[src/design/tcrb_pkg.sv]
// Package for the text console register bank: geometry constants, register
// address map, controller state type and controller/datapath command structs.
// No dependencies.
`timescale 1ns / 1ps

package tcrb_pkg;

    // Screen geometry and keyboard ring
    localparam int SCREEN_COLUMNS   = 80;
    localparam int SCREEN_ROWS      = 50;
    localparam int KEY_BUFFER_DEPTH = 16;
    localparam int SCREEN_DEPTH     = SCREEN_COLUMNS * SCREEN_ROWS;
    localparam int SCR_ADDR_W       = $clog2(SCREEN_DEPTH);
    localparam int ROW_W            = (SCREEN_ROWS > 1) ? $clog2(SCREEN_ROWS) : 1;
    localparam int KEY_PTR_W        = $clog2(KEY_BUFFER_DEPTH);
    localparam int BLIT_COUNT       = 7;
    localparam int BLIT_IDX_W       = $clog2(BLIT_COUNT);

    // Bus item layout
    localparam int DATA_W     = 8;
    localparam int S_TDATA_W  = 24;   // 1 + 8 + 8 bits, padded to 3 bytes
    localparam int M_TDATA_W  = 8;

    // Operation codes
    localparam logic OP_READ  = 1'b0;
    localparam logic OP_WRITE = 1'b1;

    // Register address map
    localparam logic [7:0] ADDR_ROW_SELECT   = 8'd0;
    localparam logic [7:0] ADDR_CURSOR_COL   = 8'd1;
    localparam logic [7:0] ADDR_CURSOR_ROW   = 8'd2;
    localparam logic [7:0] ADDR_CURSOR_STYLE = 8'd3;
    localparam logic [7:0] ADDR_KEY_RD_PTR   = 8'd4;
    localparam logic [7:0] ADDR_KEY_WR_PTR   = 8'd5;
    localparam logic [7:0] ADDR_KEY_DATA     = 8'd6;
    localparam logic [7:0] ADDR_BLIT_FIRST   = 8'd7;
    localparam logic [7:0] ADDR_BLIT_LAST    = 8'(7 + BLIT_COUNT - 1);
    localparam logic [7:0] WINDOW_BASE       = 8'd16;
    localparam logic [7:0] WINDOW_LAST       = 8'(16 + SCREEN_COLUMNS - 1);

    // Reset and fill values
    localparam logic [7:0] SPACE_CHAR         = 8'd32;
    localparam logic [7:0] CURSOR_STYLE_RESET = 8'd2;
    localparam logic [ROW_W-1:0] ROW_MAX      = ROW_W'(SCREEN_ROWS - 1);

    typedef enum logic [1:0] {
        ST_CLEAR,
        ST_IDLE,
        ST_MEM_READ
    } tcrb_state_t;

    // Controller to datapath
    typedef struct packed {
        logic clear_en;     // write one space into the screen this cycle
        logic exec;         // request accepted: perform its access
        logic out_load;     // load the result register
        logic out_sel_mem;  // result comes from the screen read register
    } tcrb_cmd_t;

    // Datapath to controller
    typedef struct packed {
        logic clear_last;   // clear pointer at the final screen entry
        logic win_read;     // pending request is a read of the screen window
    } tcrb_status_t;

endpackage

[src/design/tcrb_ctrl.sv]
// Controller for the text console register bank: screen clear sequencing,
// request acceptance and result-register valid tracking.
// Depends on tcrb_pkg.
`timescale 1ns / 1ps

module tcrb_ctrl import tcrb_pkg::*; (
    input  logic         aclk,
    input  logic         aresetn,
    input  logic         s_tvalid,
    output logic         s_tready,
    output logic         m_tvalid,
    input  logic         m_tready,
    input  tcrb_status_t status,
    output tcrb_cmd_t    cmd
);

    tcrb_state_t state_reg, state_next;
    logic        out_valid_reg, out_valid_next;

    // State and result-valid registers
    always_ff @(posedge aclk) begin
        if (!aresetn) begin
            state_reg     <= ST_CLEAR;
            out_valid_reg <= 1'b0;
        end else begin
            state_reg     <= state_next;
            out_valid_reg <= out_valid_next;
        end
    end

    // Next state and commands
    always_comb begin
        state_next = state_reg;
        s_tready   = 1'b0;
        cmd        = '0;
        case (state_reg)
            ST_CLEAR: begin
                cmd.clear_en = 1'b1;
                if (status.clear_last) begin
                    state_next = ST_IDLE;
                end
            end
            ST_IDLE: begin
                // take a request once the result register is free next cycle
                s_tready = !out_valid_reg || m_tready;
                if (s_tvalid && s_tready) begin
                    cmd.exec = 1'b1;
                    if (status.win_read) begin
                        state_next = ST_MEM_READ;
                    end else begin
                        cmd.out_load = 1'b1;
                    end
                end
            end
            ST_MEM_READ: begin
                cmd.out_load    = 1'b1;
                cmd.out_sel_mem = 1'b1;
                state_next      = ST_IDLE;
            end
            default: begin
                state_next = ST_CLEAR;
            end
        endcase
    end

    // Result valid: set on load, dropped when taken
    always_comb begin
        out_valid_next = out_valid_reg;
        if (cmd.out_load) begin
            out_valid_next = 1'b1;
        end else if (m_tready) begin
            out_valid_next = 1'b0;
        end
    end

    assign m_tvalid = out_valid_reg;

endmodule

[config.mk]
export PLATFORM = sky130hd
export DESIGN_NAME = tcrb_ctrl
export DESIGN_NICKNAME = d
export VERILOG_FILES = /design/src/design/tcrb_pkg.sv /design/src/design/tcrb_ctrl.sv
export SDC_FILE = /design/constraint.sdc
export NUM_CORES = 1
export LEC_CHECK = 0
export BUFFER_PORTS_ARGS = -buffer_cell sky130_fd_sc_hd__buf_2
export CAP_MARGIN = 10
export CORE_AREA = 5 5 42 44
export DETAILED_ROUTE_END_ITERATION = 12
export DIE_AREA = 0 0 47 49
export PLACE_DENSITY = 0.44
export SKIP_CTS_REPAIR_TIMING = 1
export SLEW_MARGIN = 25
export SYNTH_ARGS = -nofsm -noshare
export SYNTH_HDL_FRONTEND = slang
export SYNTH_SLANG_ARGS = --single-unit
[constraint.sdc]
create_clock -name aclk -period 2.05 [get_ports aclk]
set_input_delay 0.205 -clock aclk [delete_from_list [all_inputs] [get_ports aclk]]
set_output_delay 0.205 -clock aclk [all_outputs]
set_load 0.05 [all_outputs]
==> results.txt, run 1 <==
run status -> finished, final reports clean
synth warn -> 0
worst path cell trace -> inv_1 -> ha_1 -> and2b_1 -> a31oi_1 -> nor2b_1 -> buf_2
Antenna Cells -> 0
row count -> 14
crit end category -> primary output
power density over cell area -> 1539 nW/µm²
Avg Inst Size Synth -> 8.799 µm²
endpoints failing hold -> 0
CP delay by family, top -> flip-flops
Slew headroom -> 79.45%
die height -> 49 µm
first drt pass iteration count -> 2
clk_lat worst skew -> 0.24 ns
endpoints failing setup -> 0
Hold Path Class -> in2reg
average via count per standard cell -> 4.016
GRT overflow -> 0
vias in the first global route -> 235
Syn Std Cell Area -> 272.8 µm²
die footprint -> 2303 µm²
core area -> 1401 µm²
I/O Buffers -> 11
f_max -> 567.3 MHz
design internal power -> 0.0002664 W
Final nets -> 57
post-route antenna net violation count -> 0
max reg flops -> 2
Leakage -> 0.2017 nW
worst-path fanout max -> 4
largest net degree at the start of global routing -> 6
H-tree lvl count -> 1
TritonCTS clock tree -> built
Logic pwr share -> 63.6%
Vias -> 245
final period utilization -> 85.99%
largest family of logic cells by synthesized area -> simple AND/OR/NAND/NOR gates
Slew @ Worst Pin -> 0.3083 ns
Hold WS -> 0.2629 ns
RSZ-0062 raised after global routing -> false
Starting Density -> 19.46%
placed inst area -> 340.3 µm²
sequential share of the synthesized area -> 22.02%
DRT Wirelength -> 569 µm
Total Routing Usage GR -> 6.545%
cts bufs inserted -> 3
fin crit period -> 1.763 ns
Max IR drop VDD -> 629.5 µV
root buf cell -> clkbuf_4
Starting DRT DRC Count -> 2
Netlist cell types -> 17
clock power share -> 19.0%
RD Place Congestion -> 0.7130
CP Launch Type -> flop
Syn-to-layout area delta -> 34.40%
Post-Synth Adder-Cell Area -> 22.94%
switching power -> 0.0002977 W
Setup Crit Path Kind -> reg2out
Compound-Gate Fraction of Synth Area -> 13.30%
crit path DAT -> 1.56 ns
CP peak stage delay -> 0.37 ns
post-synthesis net count -> 42
DPL Wire Length -> 472.1 µm
maxcap violations -> 0
fin. max-slew vios -> 0
Longest Clk Path Bufs -> 2
Sum Neg Setup Slack -> 0 ns
drc violations -> 0
number of synthesized register bits -> 3
Synth Area in XOR/XNOR -> 0%
final instance area -> 366.6 µm²
Avg WL per Cell -> 9.328 µm
buffers and inverters on the worst path -> 2
Worst Path Required -> 1.85 ns
Clock Skews -> 0.002044 ns
Final Util -> 26.16%
mux cell area share after synthesis -> 7.339%
top-level I/O count -> 12
simple-gate share of the synthesized area -> 27.52%
synthesized instance count -> 31
Multi-input gate area -> 193.9 µm²
fillers -> 163
Reg area -> 60.06 µm²
critical path's slowest cell -> dfxtp_1
Sequential Power Share -> 17.5%
clock-pin slew on the worst setup and hold paths -> 0.04 ns
Die W -> 47 µm
Clock Sinks -> 3
initial antenna violation count -> 0
ratio of cells with drive above 1 in the final layout -> 42.22%
switch share -> 52.77%
first-pass GRT wire length -> 1.000 mm
## worst min-delay path, stage by stage
cell     delay (ns)
buf_2          0.13
nand2_1        0.05
mux2i_1        0.06
## routing by layer
metal  vias up  part of all wire, %  wire [µm]  global-route usage (%)
met3         0                   16         91                   7.011
met5         -                    0          0                       0
li1        130                    -          -                       -
met4         0                    0          0                   2.765
met2        11                   41        235                   7.919
met1       104                   43        242                   7.237
## cell families (layout without fill, tap and decap cells)
| group | after synthesis | after routing |
|---|---|---|
| AOI/OAI and AO/OA | 4 | 4 |
| adders and majority gates | 5 | 5 |
| buffers and inverters | 4 | 18 |
| DFF | 3 | 3 |
| muxes | 2 | 2 |
| and+or+nand+nor | 13 | 13 |
## synthesized netlist by cell type, drive strengths merged
master / n / area share [%]
and3: 1 / 2.8
a21o: 1 / 2.8
nand2b: 1 / 5.0
dfxtp: 3 / 22
buf: 1 / 2.8
a21boi: 1 / 2.8
a221oi: 1 / 5.5
ha: 5 / 23
nor2b: 1 / 2.3
inv: 3 / 4.1
nor2: 2 / 2.8
a31oi: 1 / 2.3
and2: 1 / 2.8
and2b: 1 / 2.8
nand2: 6 / 9.2
mux2i: 2 / 7.3
## path summary, 6_finish.rpt
| path | endpoint | cells past startpoint | startpoint | slack [ns] |
|---|---|---|---|---|
| worst max-delay path | cmd[1] | 6 | state_reg[1] | 0.29 |
| worst min-delay path | state_reg[0] | 3 | aresetn | 0.26 |
| worst max register to register | state_reg[1] | 5 | state_reg[1] | 0.59 |
| worst min register to register | state_reg[1] | 2 | state_reg[1] | 0.51 |
## layout by cell type, fill, tap and decap left out, types with 2 or more instances in the layout
cell,Yosys,layout
buf_2,0,11
nand2_1,5,5
ha_1,5,5
inv_1,3,3
clkbuf_4,0,3
dfxtp_1,3,3
mux2i_1,2,2
nor2_1,2,2
## final cells by class
class                   count  share of cell area [%]
clock buffers               4                   7.167
flip-flops and latches      3                   16.38
repair buffers             11                   15.02
well taps                  16                   5.461
inverters                   3                   3.072
multi-input cells          24                   52.90
## through the flow
step,total power [W],setup slack [ns],std cells
after floorplan,0.0004012,0.5470,31
after global placement,0.0004643,0.5272,57
after detailed placement,0.0004628,0.5241,57
after CTS,0.0005732,0.2691,61
after global routing,0.0006167,0.1469,61
final,0.0005641,0.2873,61
## power by group through the flow
stage	Sequential (W)	Clock [W]	Combinational, W
floorplan	0.000102	0	0.000299
global placement	0.0000997	0	0.000365
detailed placement	0.000100	0	0.000363
CTS	0.0000989	0.000111	0.000363
global route	0.000102	0.000122	0.000393
finish	0.0000987	0.000107	0.000359
(Power assumes the default switching activity.)
==> run 2, diff against run 1 <==
==> constraint.sdc (replaced) <==
create_clock -name aclk -period 2.05 [get_ports aclk]
set_input_delay 0.3075 -clock aclk [delete_from_list [all_inputs] [get_ports aclk]]
set_output_delay 0.3075 -clock aclk [all_outputs]
set_load 0.05 [all_outputs]
==> results.txt, run 2 (same netlist as run 1, synthesis figures left out) <==
DPL Wire Length -> 470.3 µm (-0.38%)
global-route met3 utilization -> 7.011% (unchanged)
TritonCTS clock tree -> built
ratio of cells with drive above 1 in the final layout -> 42.22% (unchanged)
DRT Wirelength -> 557 µm (-2.1%)
die footprint -> 2303 µm² (unchanged)
GR Util met1 -> 7.018% (-0.22 points)
clock-pin slew on the worst setup and hold paths -> 0.04 ns (about the same)
critical path's slowest cell -> dfxtp_1
fillers -> 169 (+3.7%)
Leakage -> 0.2017 nW (unchanged)
fin crit period -> 1.877 ns (+0.1144 ns)
commonest non-fill, non-tap cell in the layout -> buf_2
max reg flops -> 2 (unchanged)
run status -> finished, final reports clean
Slew headroom -> 78.90% (-0.55 points)
Starting Density -> 19.46% (unchanged)
Worst Path Required -> 1.74 ns (-0.11 ns)
worst-path fanout max -> 4 (unchanged)
Reg area -> 60.06 µm² (unchanged)
Max IR drop VDD -> 445.0 µV (-29%)
f_max -> 532.7 MHz (-6.1%)
average via count per standard cell -> 3.967 (-1.2%)
initial antenna violation count -> 0 (unchanged)
Clock Sinks -> 3 (unchanged)
clk_lat worst skew -> 0.23 ns (about the same)
Multi-input gate area -> 193.9 µm² (unchanged)
largest net degree at the start of global routing -> 6 (unchanged)
Vias -> 242 (-1.2%)
vias in the first global route -> 231 (-1.7%)
Starting DRT DRC Count -> 5 (+3)
Avg WL per Cell -> 9.131 µm (-2.1%)
I/O Buffers -> 11 (unchanged)
commonest cells after routing, fill and taps aside -> buf_2, nand2_1, ha_1
top-level I/O count -> 12 (unchanged)
Syn-to-layout area delta -> 34.40% (unchanged)
endpoints failing hold -> 0 (unchanged)
Final nets -> 57 (unchanged)
row count -> 14 (unchanged)
fin. max-slew vios -> 0 (unchanged)
Hold Path Depth -> 3 (unchanged)
drc violations -> 0 (unchanged)
Sum Neg Setup Slack -> 0 ns (unchanged)
Hold WS -> 0.3563 ns (+0.09339 ns)
Longest Clk Path Bufs -> 2 (unchanged)
maxcap violations -> 0 (unchanged)
Antenna Cells -> 0 (unchanged)
Clock Skews -> 0.0002119 ns (-0.001832 ns)
core area -> 1401 µm² (unchanged)
die height -> 49 µm (unchanged)
Total Routing Usage GR -> 6.193% (-0.35 points)
CP peak stage delay -> 0.37 ns (about the same)
grt met2 use -> 7.692% (-0.23 points)
power density over cell area -> 1524 nW/µm² (-0.95%)
GRT busiest layer -> met2
final period utilization -> 91.57% (+5.6 points)
crit end category -> primary output
RD Place Congestion -> 0.6875 (-3.6%)
first drt pass iteration count -> 2 (unchanged)
R2R setup slack -> 0.58 ns (about the same)
Hold Path Class -> in2reg
H-tree lvl count -> 1 (unchanged)
endpoints failing setup -> 0 (unchanged)
Slew @ Worst Pin -> 0.3164 ns (+0.008183 ns)
crit path DAT -> 1.57 ns (about the same)
cts bufs inserted -> 3 (unchanged)
worst-case reg-to-reg path depth -> 5 (unchanged)
worst path cell trace -> inv_1 -> ha_1 -> and2b_1 -> a31oi_1 -> nor2b_1 -> buf_2
root buf cell -> clkbuf_4
Setup Crit Path Kind -> reg2out
post-route antenna net violation count -> 0 (unchanged)
GRT overflow -> 0 (unchanged)
CP Launch Type -> flop
first-pass GRT wire length -> 972 µm (-2.8%)
RSZ-0062 raised after global routing -> false
Die W -> 47 µm (unchanged)
[run 2: layer usage]
layer	vias up	wire length (µm)
met5	-	0
met4	0	0
met1	102	237
met2	11	231
li1	129	-
met3	0	88
[run 2: through the flow]
stage | utilization (%) | total power [W] | area [µm²] | std cells | setup WS, ns
finish | 26.16 | 0.0005588 | 366.6 | 61 | 0.1729
global route | 26.16 | 0.0006143 | 366.6 | 61 | 0.004674
CTS | 26.16 | 0.0005701 | 366.6 | 61 | 0.1475
detailed placement | 24.29 | 0.0004629 | 340.3 | 57 | 0.4012
global placement | 24.29 | 0.0004624 | 340.3 | 57 | 0.4294
floorplan | - | 0.0004012 | 272.8 | 31 | 0.4445
[run 2: path summary, 6_finish.rpt]
path | startpoint | endpoint
max | state_reg[1] | cmd[1]
min | aresetn | state_reg[0]
max reg2reg | state_reg[1] | state_reg[1]
min reg2reg | state_reg[1] | state_reg[1]
[run 2: power by group]
part,switching (W),total (W),internal (W),leakage [nW]
registers,0.0000214,0.0000981,0.0000767,0.0246
clock network,0.0000314,0.000104,0.0000730,0.0150
logic,0.000240,0.000356,0.000117,0.162
total,0.000292,0.000559,0.000266,0.202
[run 2: area by class of cell]
cell class | instances | share of cell area (%)
sequential | 3 | 16.38
inverter | 3 | 3.072
multi-input combinational | 24 | 52.90
tap | 16 | 5.461
timing repair buffer | 11 | 15.02
clock buffer | 4 | 7.167
[run 2: worst max-delay path, delay by kind of cell (launching register included)]
kind	cells	cell delay, ns
compound gates	1	0.17
fa+ha+maj	1	0.23
buf+inv	2	0.30
flops	1	0.37
simple gates	2	0.26
==> run 3, diff against run 2 <==
Settings changed: SETUP_SLACK_MARGIN set to 0.4.
Clock period 2.05 ns to 2.1 ns, I/O delays scaled along.
==> results.txt, run 3 (same netlist as run 1, synthesis figures left out) <==
root buf cell -> clkbuf_4
cts bufs inserted -> 3 (unchanged)
GRT overflow -> 0 (unchanged)
Setup Crit Path Kind -> reg2out
first drt pass iteration count -> 2 (unchanged)
first-pass GRT wire length -> 972 µm (unchanged)
H-tree lvl count -> 1 (unchanged)
Longest Clk Path Bufs -> 2 (unchanged)
die height -> 49 µm (unchanged)
top-level I/O count -> 12 (unchanged)
Worst Setup SP -> state_reg[1]
f_max -> 599.3 MHz
Antenna Cells -> 0 (unchanged)
Avg WL per Cell -> 9.016 µm (-1.3%)
final instance area -> 409.1 µm² (+12%)
drc violations -> 0 (unchanged)
worst-case reg-to-reg path depth -> 4 (-1)
crit end category -> primary output
Vias -> 258 (+6.6%)
fin cells -> 63 (+3.3%)
power density over cell area -> 1457 nW/µm² (-4.4%)
Clock Sinks -> 3 (unchanged)
Syn-to-layout area delta -> 50.00%
vias in the first global route -> 231 (unchanged)
dpl cells -> 57 (unchanged)
commonest cells after routing, fill and taps aside -> buf_2, nand2_1, ha_1
Final Util -> 29.20% (+3.0 points)
Hold Path Depth -> 3 (unchanged)
Total Routing Usage GR -> 6.193% (unchanged)
Slew @ Worst Pin -> 0.3152 ns (-0.001206 ns)
Clock Skews -> 0.0002324 ns (+0.00002048 ns)
Starting DRT DRC Count -> 5 (unchanged)
core area -> 1401 µm² (unchanged)
largest net degree at the start of global routing -> 6 (unchanged)
die footprint -> 2303 µm² (unchanged)
placed inst area -> 340.3 µm² (unchanged)
TritonCTS clock tree -> built
row count -> 14 (unchanged)
DRT Wirelength -> 568 µm (+2.0%)
initial antenna violation count -> 0 (unchanged)
DPL Wire Length -> 470.3 µm (unchanged)
endpoints failing hold -> 0 (unchanged)
endpoints failing setup -> 0 (unchanged)
Leakage -> 0.2153 nW (+6.7%)
worst-path fanout max -> 3 (-1)
Hold Path Class -> in2reg
Sum Neg Setup Slack -> 0 ns (unchanged)
Starting Density -> 19.46% (unchanged)
RSZ-0062 raised after global routing -> true
max reg flops -> 2 (unchanged)
commonest non-fill, non-tap cell in the layout -> buf_2
CP peak stage delay -> 0.35 ns (-0.02 ns)
Final nets -> 59 (+3.5%)
average via count per standard cell -> 4.095 (+3.2%)
Max IR drop VDD -> 495.0 µV (+11%)
hold path startpoint -> aresetn
critical path's slowest cell -> dfxtp_4
clk_lat worst skew -> 0.23 ns (about the same)
RD Place Congestion -> 0.6875 (unchanged)
crit path DAT -> 1.35 ns (-0.22 ns)
post-route antenna net violation count -> 0 (unchanged)
CP Launch Type -> flop
clock-pin slew on the worst setup and hold paths -> 0.04 ns (about the same)
fin crit period -> 1.669 ns
I/O Buffers -> 11 (unchanged)
final period utilization -> 79.46%
Crit Reg-Reg Startpoint -> state_reg[0]
worst path cell trace -> inv_4 -> ha_4 -> and2b_2 -> a31oi_1 -> nor2b_1 -> buf_6
ratio of cells with drive above 1 in the final layout -> 55.32% (+13 points)
run status -> finished, final reports clean
Worst Path Required -> 1.78 ns (+0.04 ns)
fin. max-slew vios -> 0 (unchanged)
Die W -> 47 µm (unchanged)
Slew headroom -> 78.98% (+0.080 points)
maxcap violations -> 0 (unchanged)
[run 3: critical path: cells and delay by family, from the launching register on]
family	cells	cell delay, ns
compound gates	1	0.14
fa+ha+maj	1	0.15
buf+inv	2	0.19
flops	1	0.35
simple gates	2	0.28
[run 3: layout make-up]
| cell class | count | area (µm²) |
|---|---|---|
| well taps | 16 | 20.02 |
| inverters | 3 | 13.76 |
| clock buffers | 4 | 26.28 |
| multi-input cells | 24 | 207.7 |
| repair buffers | 13 | 76.32 |
| fillers | 161 | 992.2 |
| flip-flops and latches | 3 | 65.06 |
[run 3: metal layers]
layer / part of all wire (%) / wire length (µm) / global-route usage, % / up-vias
met5: 0 / 0 / 0 / -
met4: 0 / 0 / 1.382 / 0
met3: 15 / 88 / 7.011 / 0
met2: 42 / 238 / 7.692 / 11
met1: 43 / 242 / 7.018 / 113
li1: - / - / - / 134
[run 3: path summary, 6_finish.rpt]
path,endpoint,slack (ns)
hold / removal,state_reg[0],0.36
hold reg to reg,state_reg[1],0.50
setup reg to reg,state_reg[1],0.75
setup / recovery,cmd[1],0.43
[run 3: stage by stage]
stage               hold WS, ns  total power (W)  worst slack [ns]
global placement         0.4998        0.0004514            0.4719
global route             0.3663        0.0006518            0.3518
floorplan                0.4571        0.0003916            0.4870
detailed placement       0.5052        0.0004519            0.4437
finish                   0.3567        0.0005963            0.4314
CTS                      0.3668        0.0005566            0.1900
[run 3: where the power goes]
part           switching [W]  internal [W]  total [W]
sequential         0.0000267     0.0000798   0.000106
combinational       0.000243      0.000145   0.000388
clock              0.0000306     0.0000713   0.000102
